<file path="config.mk">
export PLATFORM = sky130hd
export DESIGN_NAME = riscv_relocation_patcher_core
export DESIGN_NICKNAME = d
export VERILOG_FILES = /design/src/rtl/rrp_pkg.sv /design/src/rtl/riscv_relocation_patcher_core.sv
export SDC_FILE = /design/constraint.sdc
export NUM_CORES = 1
export LEC_CHECK = 0
export ABC_AREA = 0
export BUFFER_PORTS_ARGS = -buffer_cell sky130_fd_sc_hd__clkbuf_2
export CAP_MARGIN = 20
export CELL_PAD_IN_SITES_DETAIL_PLACEMENT = 1
export CELL_PAD_IN_SITES_GLOBAL_PLACEMENT = 1
export CORE_MARGIN = 1.5
export CORE_UTILIZATION = 41
export DETAILED_ROUTE_END_ITERATION = 6
export PLACE_DENSITY_LB_ADDON = 0.08
export REMOVE_ABC_BUFFERS = 1
export SETUP_SLACK_MARGIN = 0.05
export SYNTH_ARGS = -nofsm -noshare
export SYNTH_HDL_FRONTEND = slang
export SYNTH_SLANG_ARGS = --single-unit
</file>
<file path="constraint.sdc">
create_clock -name clk -period 4.65 [get_ports clk]
set_clock_uncertainty 0.05 [all_clocks]
set_input_delay 0.465 -clock clk [delete_from_list [all_inputs] [get_ports clk]]
set_output_delay 0.465 -clock clk [all_outputs]
set_load 0.02 [all_outputs]
</file>
<file path="src/rtl/rrp_pkg.sv">
// ============================================================================
// rrp_pkg
// Relocation patcher package: kind codes, field masks and immediate
// scatter functions for RISC-V instruction formats.
// ============================================================================
`default_nettype none

package rrp_pkg;

    localparam int unsigned CMD_W  = 5;
    localparam int unsigned WORD_W = 64;

    typedef enum logic [CMD_W-1:0] {
        CMD_I       = 5'd0,
        CMD_S       = 5'd1,
        CMD_B       = 5'd2,
        CMD_U       = 5'd3,
        CMD_J       = 5'd4,
        CMD_CB      = 5'd5,
        CMD_CJ      = 5'd6,
        CMD_CALL    = 5'd7,
        CMD_RELAX   = 5'd8,
        CMD_ADD8    = 5'd9,
        CMD_ADD16   = 5'd10,
        CMD_ADD32   = 5'd11,
        CMD_ADD64   = 5'd12,
        CMD_SUB8    = 5'd13,
        CMD_SUB16   = 5'd14,
        CMD_SUB32   = 5'd15,
        CMD_SUB64   = 5'd16,
        CMD_SUB6    = 5'd17,
        CMD_SET6    = 5'd18,
        CMD_SET8    = 5'd19,
        CMD_SET16   = 5'd20,
        CMD_SET32   = 5'd21,
        CMD_SET64   = 5'd22
    } cmd_t;

    localparam logic [31:0] MASK_I   = 32'h000F_FFFF;
    localparam logic [31:0] MASK_SB  = 32'h01FF_F07F;
    localparam logic [31:0] MASK_UJ  = 32'h0000_0FFF;
    localparam logic [15:0] MASK_CB  = 16'hE383;
    localparam logic [15:0] MASK_CJ  = 16'hE003;
    localparam logic [31:0] MASK_RD  = 32'h0000_0F80;
    localparam logic [31:0] JAL_OP   = 32'h0000_006F;
    localparam logic [31:0] U_ROUND  = 32'h0000_0800;

    function automatic logic [31:0] imm_i(input logic [31:0] v);
        return {v[11:0], 20'd0};
    endfunction

    function automatic logic [31:0] imm_s(input logic [31:0] v);
        return {v[11:5], 13'd0, v[4:0], 7'd0};
    endfunction

    function automatic logic [31:0] imm_b(input logic [31:0] v);
        return {v[12], v[10:5], 13'd0, v[4:1], v[11], 7'd0};
    endfunction

    function automatic logic [31:0] imm_u(input logic [31:0] v);
        logic [31:0] t;
        t = v + U_ROUND;
        return {t[31:12], 12'd0};
    endfunction

    function automatic logic [31:0] imm_j(input logic [31:0] v);
        return {v[20], v[10:1], v[11], v[19:12], 12'd0};
    endfunction

    function automatic logic [15:0] imm_cb(input logic [31:0] v);
        return {3'd0, v[8], v[4], v[3], 3'd0, v[7], v[6], v[2], v[1], v[5], 2'd0};
    endfunction

    function automatic logic [15:0] imm_cj(input logic [31:0] v);
        return {3'd0, v[11], v[4], v[9], v[8], v[10], v[6], v[7], v[3], v[2], v[1],
                v[5], 2'd0};
    endfunction

endpackage

`default_nettype wire

</file>
<file path="src/rtl/riscv_relocation_patcher_core.sv">
// ============================================================================
// riscv_relocation_patcher_core
// Patches one RISC-V code or data location per transaction: instruction
// immediates, call pairs, relaxed calls and ADD/SUB/SET data relocations.
// ============================================================================
//
//  channel | signals                               | dir
//  --------+---------------------------------------+-----
//  in      | in_valid, in_ready, command,          | in
//          | old_word, value                       |
//  out     | out_valid, out_ready, new_word,       | out
//          | bad_command                           |
//
//  One transaction per cycle sustained while the sink accepts; a transaction
//  passes the input register, then patch logic into the result register. The
//  64-bit add/subtract sets the critical path. Reset clears both valid flags;
//  payload is not reset. A stalled result holds the result register; the input
//  register keeps accepting while it is empty or moving into a free result register.
// ============================================================================
`default_nettype none

module riscv_relocation_patcher_core (
    input  wire logic        clk,
    input  wire logic        rst_n,
    input  wire logic        in_valid,
    output logic             in_ready,
    input  wire logic [4:0]  command,
    input  wire logic [63:0] old_word,
    input  wire logic [63:0] value,
    output logic             out_valid,
    input  wire logic        out_ready,
    output logic [63:0]      new_word,
    output logic             bad_command
);

    logic        s1_valid_reg;
    logic [4:0]  cmd_reg;
    logic [63:0] old_reg;
    logic [63:0] val_reg;

    logic        out_valid_reg;
    logic [63:0] new_word_reg;
    logic        bad_reg;

    logic [63:0] new_word_next;
    logic        bad_next;
    logic        s1_move;
    logic        in_take;

    logic [31:0] w0;
    logic [31:0] w1;
    logic [31:0] v32;
    logic [63:0] sum;
    logic [63:0] dif;

    assign s1_move  = s1_valid_reg && (!out_valid_reg || out_ready);
    assign in_ready = !s1_valid_reg || s1_move;
    assign in_take  = in_valid && in_ready;

    always_ff @(posedge clk or negedge rst_n)
    begin
        if (!rst_n)
        begin
            s1_valid_reg  <= 1'b0;
            out_valid_reg <= 1'b0;
        end
        else
        begin
            if (in_take)
                s1_valid_reg <= 1'b1;
            else if (s1_move)
                s1_valid_reg <= 1'b0;

            if (s1_move)
                out_valid_reg <= 1'b1;
            else if (out_ready)
                out_valid_reg <= 1'b0;
        end
    end

    always_ff @(posedge clk)
    begin
        if (in_take)
        begin
            cmd_reg <= command;
            old_reg <= old_word;
            val_reg <= value;
        end
        if (s1_move)
        begin
            new_word_reg <= new_word_next;
            bad_reg      <= bad_next;
        end
    end

    assign w0  = old_reg[31:0];
    assign w1  = old_reg[63:32];
    assign v32 = val_reg[31:0];
    assign sum = old_reg + val_reg;
    assign dif = old_reg - val_reg;

    always_comb
    begin
        new_word_next = old_reg;
        bad_next      = 1'b0;
        case (cmd_reg)
            rrp_pkg::CMD_I:
                new_word_next[31:0] = (w0 & rrp_pkg::MASK_I) | rrp_pkg::imm_i(v32);
            rrp_pkg::CMD_S:
                new_word_next[31:0] = (w0 & rrp_pkg::MASK_SB) | rrp_pkg::imm_s(v32);
            rrp_pkg::CMD_B:
                new_word_next[31:0] = (w0 & rrp_pkg::MASK_SB) | rrp_pkg::imm_b(v32);
            rrp_pkg::CMD_U:
                new_word_next[31:0] = (w0 & rrp_pkg::MASK_UJ) | rrp_pkg::imm_u(v32);
            rrp_pkg::CMD_J:
                new_word_next[31:0] = (w0 & rrp_pkg::MASK_UJ) | rrp_pkg::imm_j(v32);
            rrp_pkg::CMD_CB:
                new_word_next[15:0] = (w0[15:0] & rrp_pkg::MASK_CB) | rrp_pkg::imm_cb(v32);
            rrp_pkg::CMD_CJ:
                new_word_next[15:0] = (w0[15:0] & rrp_pkg::MASK_CJ) | rrp_pkg::imm_cj(v32);
            rrp_pkg::CMD_CALL:
            begin
                new_word_next[31:0]  = (w0 & rrp_pkg::MASK_UJ) | rrp_pkg::imm_u(v32);
                new_word_next[63:32] = (w1 & rrp_pkg::MASK_I) | rrp_pkg::imm_i(v32);
            end
            rrp_pkg::CMD_RELAX:
                new_word_next[31:0] = (w1 & rrp_pkg::MASK_RD) | rrp_pkg::JAL_OP
                                      | rrp_pkg::imm_j(v32);
            rrp_pkg::CMD_ADD8:  new_word_next[7:0]  = sum[7:0];
            rrp_pkg::CMD_ADD16: new_word_next[15:0] = sum[15:0];
            rrp_pkg::CMD_ADD32: new_word_next[31:0] = sum[31:0];
            rrp_pkg::CMD_ADD64: new_word_next       = sum;
            rrp_pkg::CMD_SUB8:  new_word_next[7:0]  = dif[7:0];
            rrp_pkg::CMD_SUB16: new_word_next[15:0] = dif[15:0];
            rrp_pkg::CMD_SUB32: new_word_next[31:0] = dif[31:0];
            rrp_pkg::CMD_SUB64: new_word_next       = dif;
            rrp_pkg::CMD_SUB6:  new_word_next[5:0]  = dif[5:0];
            rrp_pkg::CMD_SET6:  new_word_next[5:0]  = val_reg[5:0];
            rrp_pkg::CMD_SET8:  new_word_next[7:0]  = val_reg[7:0];
            rrp_pkg::CMD_SET16: new_word_next[15:0] = val_reg[15:0];
            rrp_pkg::CMD_SET32: new_word_next[31:0] = val_reg[31:0];
            rrp_pkg::CMD_SET64: new_word_next       = val_reg;
            default:
            begin
                new_word_next = old_reg;
                bad_next      = 1'b1;
            end
        endcase
    end

    assign out_valid   = out_valid_reg;
    assign new_word    = new_word_reg;
    assign bad_command = bad_reg;

    // back-pressure only when both stages hold and the sink stalls
    a_ready_stall: assert property (@(posedge clk) disable iff (!rst_n)
        !in_ready |-> (s1_valid_reg && out_valid_reg && !out_ready))
        else $error("in_ready low without a full, stalled pipeline");

    // unknown kinds pass the word through with the flag set
    a_bad_pass: assert property (@(posedge clk) disable iff (!rst_n)
        (s1_move && cmd_reg > rrp_pkg::CMD_SET64) |=>
        (bad_command && new_word == $past(old_reg)))
        else $error("undefined kind not passed through");

    // a held input stage keeps its transaction while the result stage is stalled
    a_s1_hold: assert property (@(posedge clk) disable iff (!rst_n)
        (s1_valid_reg && !s1_move) |=>
        (s1_valid_reg && $stable(cmd_reg) && $stable(old_reg) && $stable(val_reg)))
        else $error("input stage lost a waiting transaction");

endmodule

`default_nettype wire
</file>
==> reports/results.tsv, run 1 <==
stage	metric	value	unit
floorplanning	core box area	0.03991	mm²
critical_path	R2R cell count	14	
clocking	CTS tree	built	
yosys	Mapped Avg Cell Area	8.738	µm²
timing	worst setup margin	0.08740	ns
floorplanning	row cnt	73	
critical_path	Worst EP arrival	4.75	ns
critical_path	Crit path largest cell delay	0.54	ns
pwr	Peak supply drop	0.0002889	V
critical_path	Crit. End Element	flop	
layout	leading cell type in the layout, fill and taps excluded	clkbuf_2	
layout	post-layout util	48.33	%
clocking	Clock transition at path regs	0.09	ns
timing	worst slew pin tran	1.122	ns
drt	wirelength, routed	74.47	mm
timing	Peak Freq	0.2192	GHz
flow_run	max-cap viol count	0	
global_routing	initial antenna violation count	1	
timing	Pins Over Slew Limit	0	
pwr	PD cells	307.5	mW/mm²
placed_design	post-DP HPWL	58.04	mm
hold_path	WHS Endpoint	cmd_reg[3]$_DFFE_PP_	
drt	DRT Pass-1 Iters	6	
critical_path	worst reg2reg endpoint	new_word[58]$_DFFE_PP_	
layout	Layout area overhead	15.59	%
clocking	Clk Latency, worst-skew pair	0.53	ns
layout	non-filler cells, final	2655	
floorplanning	Ports	204	
timing	period utilization	98.12	%
critical_path	WS Path Type	reg -> reg	
critical_path	r2r setup slk	0.09	ns
timing	Setup TNS Final	0	ns
layout	final net count	2384	
hold_path	worst hold path class	in -> reg	
drt	Residual DRC	0	
global_routing	first-pass GRT wire length	110.4	mm
critical_path	critical path's slowest cell	nor4_1	
timing	RSZ-0062 raised after global routing	false	
critical_path	Top Family by Delay on Critical Path	compound AO/OA/AOI/OAI gates	
drt	vias	17470	
pwr	leakage	7.808	nW
pwr	Power, Total	5.932	mW
placed_design	Inst Count DP	2620	
timing	Hold Slack	0.05207	ns
clocking	CTS root buf	clkbuf_16	
global_routing	GR Util All Layers	35.43	%
status	status	finished, final reports clean	
layout	Antenna diodes	0	
floorplanning	Die ar.	0.04193	mm²
drt	via/cell ratio	6.579	
critical_path	peak fanout along the critical path	7	
timing	worst relative slew slack	25.22	%
clocking	Inserted Clock Buffers	17	
global_routing	grt ovf	0	
timing	Tmin final	4.563	ns
yosys	Post-Syn Instances	1910	
layout	design area	0.01929	mm²
timing	final hold viol count	0	
yosys	Synth cell types	97	
yosys	cell area after synthesis	0.01669	mm²
placed_design	Buffers on Ports	203	
critical_path	Critical R2R Launch	val_reg[0]$_DFFE_PP_	
drt	WL/cell	28.05	µm
clocking	Clock Sinks	200	
placed_design	RD Place Congestion	1.026	
floorplanning	Initial Utilization	41.81	%
yosys	Post-synth EDFFs	198	
floorplanning	Die Span Y	204.8	µm
critical_path	Buf/Inv on CP	1	
global_routing	vias in the first global route	17440	
clocking	CTS Buffer Depth	2	
layout	share of layout cells above drive strength 1	18.31	%
critical_path	crit-path cells	ha_1 > inv_1 > fa_1 > nor2_2 > o311a_4 > o311ai_4 > a31oi_2 > and4b_4 > nor4_1 > o21ai_1 > a21oi_2 > o21ai_0 > o211ai_1 > or4b_1	
critical_path	crit start category	flop	
yosys	register bit total from synthesis	200	
clocking	H-tree levels	4	
yosys	Seq/Total Area, Yosys	35.92	%
global_routing	largest net degree at the start of global routing	66	
yosys	Async SR Flop Fraction	1.000	%
placed_design	Post-Place Worst Slack	0.2716	ns
hold_path	hold path start	command[3]	
timing	setup violators final	0	
placed_design	dpl cell area	0.01864	mm²
floorplanning	Die W	204.8	µm
critical_path	Critical Path RT	4.84	ns
hold_path	Worst Hold Depth	1	
layout	commonest cells after routing, fill and taps aside	203 x clkbuf_2, 198 x edfxtp_1, 195 x a21oi_1, 140 x nor2_1, 139 x nand2_1	
yosys	Top FF cell, synth	edfxtp_1	
drt	DRT antenna net count	0	
yosys	Yosys warnings	0	
drt	Starting DRT DRC Count	1676	
layout	Fill cells	4724	
## synthesized netlist by cell type (6+ instances only)
cell	instances	share of area, %
o21a_1	13	0.58
o21ai_1	24	0.72
inv_1	120	2.7
nand2b_1	15	0.56
inv_2	13	0.29
nor2b_1	24	0.90
a41oi_1	6	0.31
o221ai_1	16	0.84
nor2_1	141	3.2
a32oi_1	6	0.31
o41ai_1	6	0.31
a22oi_1	19	0.85
a221oi_1	34	1.8
o21bai_1	48	2.2
a222oi_1	9	0.54
a21o_1	23	1.0
ha_1	128	9.6
o211ai_1	17	0.76
a22o_1	6	0.31
and3_1	31	1.2
o22ai_1	29	1.1
a221o_1	38	2.3
clkbuf_1	85	1.9
xnor2_1	11	0.58
a31oi_1	31	1.2
and2_1	9	0.34
nand4_1	34	1.3
or3_1	11	0.41
or2_2	13	0.49
nor4_1	36	1.3
o31ai_1	31	1.4
nor3_1	44	1.3
nand2_1	139	3.1
buf_2	14	0.42
o21ai_0	114	3.4
nand3_1	43	1.3
o31a_1	6	0.31
a21boi_0	8	0.36
edfxtp_1	198	36
a21oi_1	196	5.9
a211oi_1	10	0.45
## worst register-to-register path: cells and delay by family (launching register included)
family	cells	cell delay [ns]
flip-flops	1	0.53
buffers and inverters	1	0.07
AND/OR/NAND/NOR	4	1.39
adder cells (fa/ha/maj)	2	0.48
AO/OA/AOI/OAI	7	1.79
## kinds of logic after synthesis
kind of cell             synth area share, %
flip-flops                             35.92
AO/OA/AOI/OAI                          31.36
multiplexers                         0.05998
adder cells (fa/ha/maj)                9.836
buffers and inverters                  5.503
AND/OR/NAND/NOR                        16.64
XOR/XNOR                              0.6822
## routing by layer
metal	global-route usage, %	part of all wire [%]
met3	5.743	7.3
met1	49.19	45
met5	0	0
met2	55.45	45
met4	12.61	2.9
## worst max path at each step
stage | slack [ns] | end | depth (start not counted) | from
after global routing | 0.05 | new_word[45]$_DFFE_PP_ | 14 | val_reg[12]$_DFFE_PP_
final | 0.09 | new_word[58]$_DFFE_PP_ | 14 | val_reg[0]$_DFFE_PP_
after global placement | 0.32 | new_word[53]$_DFFE_PP_ | 14 | old_reg[4]$_DFFE_PP_
after floorplan | 0.26 | cmd_reg[0]$_DFFE_PP_ | 2 | out_valid$_DFFE_PN0P_
after CTS | 0.23 | new_word[53]$_DFFE_PP_ | 14 | old_reg[2]$_DFFE_PP_
after detailed placement | 0.27 | new_word[53]$_DFFE_PP_ | 14 | old_reg[2]$_DFFE_PP_
## report_power, final
part           internal, mW  switching [mW]
Combinational         0.671            1.36
Sequential             2.17           0.126
Clock                 0.813           0.790
## what timing repair did
item	4_1_cts	5_1_grt
resized for setup	0	3
endpoints found under the hold margin	2	0
buffers inserted	0	2
hold buffers	1	0
endpoints found under the setup margin	0	5
## layout make-up
type | count | area (µm²) | share of cell area (%)
Clock buffer | 17 | 425.4 | 2.205
Sequential cell | 200 | 5996 | 31.08
Tap cell | 525 | 656.9 | 3.405
Timing Repair Buffer | 293 | 1707 | 8.846
Multi-Input combinational cell | 1471 | 9819 | 50.90
Inverter | 134 | 503.0 | 2.607
Clock inverter | 15 | 185.2 | 0.9599
No activity file was read; power rests on OpenSTA's default activity.
==> inputs of run 2 (changes only) <==
- GPL_TIMING_DRIVEN: not set -> 0
- SLEW_MARGIN: not set -> 30
==> run 2 against run 1 <==
Against the previous run: count of clock-buffer cells in the layout stayed put; via count decreased by 3.2%; non-clock buffer count decreased by 57; sequential cell count unchanged; cell count down 2.1%; worst setup slack better by 0.055 ns; first-iteration DRC count down 5.8%; critical endpoint is now new_word[56]$_DFFE_PP_; largest power group unchanged.
==> reports/results.tsv, run 2 (synthesized netlist as in run 1, its figures left out) <==
stage	metric	value	unit
status	status	finished, final reports clean	
layout	Fill cells	4693	
layout	final net count	2327	
critical_path	peak fanout along the critical path	8	
timing	Peak Freq	0.2219	GHz
drt	DRT antenna net count	0	
timing	worst slew pin tran	1.007	ns
layout	share of layout cells above drive strength 1	17.12	%
clocking	CTS tree	built	
floorplanning	Initial Utilization	41.81	%
timing	Hold Slack	0.05214	ns
pwr	Power, Total	5.855	mW
global_routing	initial antenna violation count	0	
clocking	CTS root buf	clkbuf_16	
floorplanning	Die Span Y	204.8	µm
timing	final hold viol count	0	
global_routing	grt ovf	0	
critical_path	Worst Setup EP	new_word[56]$_DFFE_PP_	
critical_path	Critical R2R Launch	val_reg[7]$_DFFE_PP_	
timing	RSZ-0062 raised after global routing	false	
pwr	PD cells	305.4	mW/mm²
placed_design	Buffers on Ports	203	
drt	vias	16910	
global_routing	first-pass GRT wire length	102.5	mm
clocking	H-tree levels	4	
critical_path	R2R cell count	13	
timing	setup violators final	0	
timing	period utilization	96.93	%
layout	FF+latch area	0.005996	mm²
drt	Starting DRT DRC Count	1578	
layout	Layout area overhead	14.87	%
clocking	Clk Latency, worst-skew pair	0.53	ns
pwr	internal power	3.626	mW
flow_run	max-cap viol count	0	
floorplanning	Die W	204.8	µm
critical_path	Crit. End Element	flop	
floorplanning	core box area	0.03991	mm²
layout	non-filler cells, final	2598	
drt	Residual DRC	0	
hold_path	worst hold path class	in -> reg	
drt	WL/cell	26.44	µm
timing	Pins Over Slew Limit	0	
pwr	Net Sw Frac	38.06	%
critical_path	Critical Path RT	4.85	ns
layout	design area	0.01917	mm²
critical_path	Worst EP arrival	4.71	ns
clocking	CTS Buffer Depth	2	
pwr	leakage	7.585	nW
placed_design	post-DP HPWL	52.88	mm
clocking	Inserted Clock Buffers	17	
critical_path	worst reg2reg endpoint	new_word[56]$_DFFE_PP_	
drt	wirelength, routed	68.68	mm
drt	via/cell ratio	6.508	
drt	DRT Pass-1 Iters	5	
floorplanning	row cnt	73	
pwr	combinational power share	33.3	%
critical_path	crit start category	flop	
layout	Multi-input gate area	0.009993	mm²
critical_path	Setup crit start	val_reg[7]$_DFFE_PP_	
clocking	Clock Sinks	200	
timing	Tmin final	4.507	ns
clocking	Clock transition at path regs	0.09	ns
pwr	Peak supply drop	0.0003339	V
placed_design	RD Place Congestion	0.9368	
pwr	Reg power frac	39.2	%
floorplanning	Die ar.	0.04193	mm²
pwr	Clk network pwr share	27.5	%
global_routing	GR Util All Layers	32.64	%
global_routing	vias in the first global route	16730	
floorplanning	Ports	204	
critical_path	WS Path Type	reg -> reg	
layout	leading cell type in the layout, fill and taps excluded	clkbuf_2	
layout	commonest cells after routing, fill and taps aside	203 x clkbuf_2, 198 x edfxtp_1, 195 x a21oi_1, 139 x nor2_1, 138 x nand2_1	
placed_design	Inst Count DP	2545	
pwr	Net Sw Power	2.229	mW
global_routing	largest net degree at the start of global routing	51	
timing	worst relative slew slack	32.53	%
layout	Antenna diodes	0	
critical_path	r2r setup slk	0.14	ns
placed_design	dpl cell area	0.01825	mm²
run 2: changes by cell type in the layout (fill, tap and decap cells not counted), moves of 3 or more:
cell      delta
nor3_2       +3
ha_2         +3
clkinv_4     -4
buf_4       -67
ha_1         -3
nor3_1       -3
buf_16       +4
run 2: power by group through the flow:
stage	clock [mW]	combinational [mW]	sequential, mW
2_1_floorplan	0	1.12	2.39
3_3_place_gp	0	1.78	2.37
3_5_place_dp	0	1.83	2.35
4_1_cts	1.65	1.87	2.31
5_1_grt	1.71	2.10	2.31
6_report	1.61	1.95	2.29
run 2: worst min-delay path by stage:
stage	endpoint	cells past startpoint	start
final	old_reg[7]$_DFFE_PP_	1	old_word[7]
after global routing	old_reg[59]$_DFFE_PP_	1	old_word[59]
after CTS	old_reg[48]$_DFFE_PP_	1	old_word[48]
after detailed placement	s1_valid_reg$_DFFE_PN0P_	1	rst_n
after global placement	s1_valid_reg$_DFFE_PN0P_	1	rst_n
after floorplan	out_valid$_DFFE_PN0P_	0	rst_n
run 2: metal layers:
metal / vias up / part of all wire [%] / GRT usage [%]
li1: 7686 / - / -
met1: 8487 / 45 / 45.38
met2: 625 / 45 / 50.01
met3: 110 / 6.8 / 6.013
met4: 0 / 2.9 / 12.61
met5: - / 0 / 0
run 2: what timing repair did:
action / 4_1_cts / 5_1_grt
gates cloned: 0 / 0
gates resized for setup: 8 / 16
endpoints found under the setup margin: 19 / 17
hold buffers: 1 / 0
pin swaps: 0 / 3
endpoints found under the hold margin: 2 / 0
buffers inserted: 3 / 15
run 2: cell type report:
| cell class | count | share of cell area, % |
|---|---|---|
| Tap cell | 525 | 3.426 |
| Clock buffer | 17 | 2.219 |
| Timing Repair Buffer | 236 | 7.335 |
| Multi-Input combinational cell | 1471 | 52.12 |
| Inverter | 134 | 2.624 |
| Clock inverter | 15 | 0.9985 |
| Sequential cell | 200 | 31.27 |
run 2: worst max-delay path: stages, from the launching register on:
cell	delay, ns
edfxtp_1	0.68
inv_1	0.09
ha_1	0.44
a21oi_1	0.11
o21ai_1	0.37
a21boi_0	0.22
a211o_1	0.39
a211oi_2	0.39
o21ai_1	0.33
o21ai_2	0.35
a21oi_1	0.15
o31a_1	0.30
a31oi_1	0.22
nand4_1	0.14
run 2: metrics by stage:
stage	worst slack [ns]	utilization, %	setup TNS [ns]
final	0.1427	48.03	0
after global routing	0.03745	48.03	0
after CTS	0.06281	47.48	0
after detailed placement	-0.3883	45.72	-1.966
after global placement	-1.969	44.96	-194.34
after floorplan	0.2577	-	0
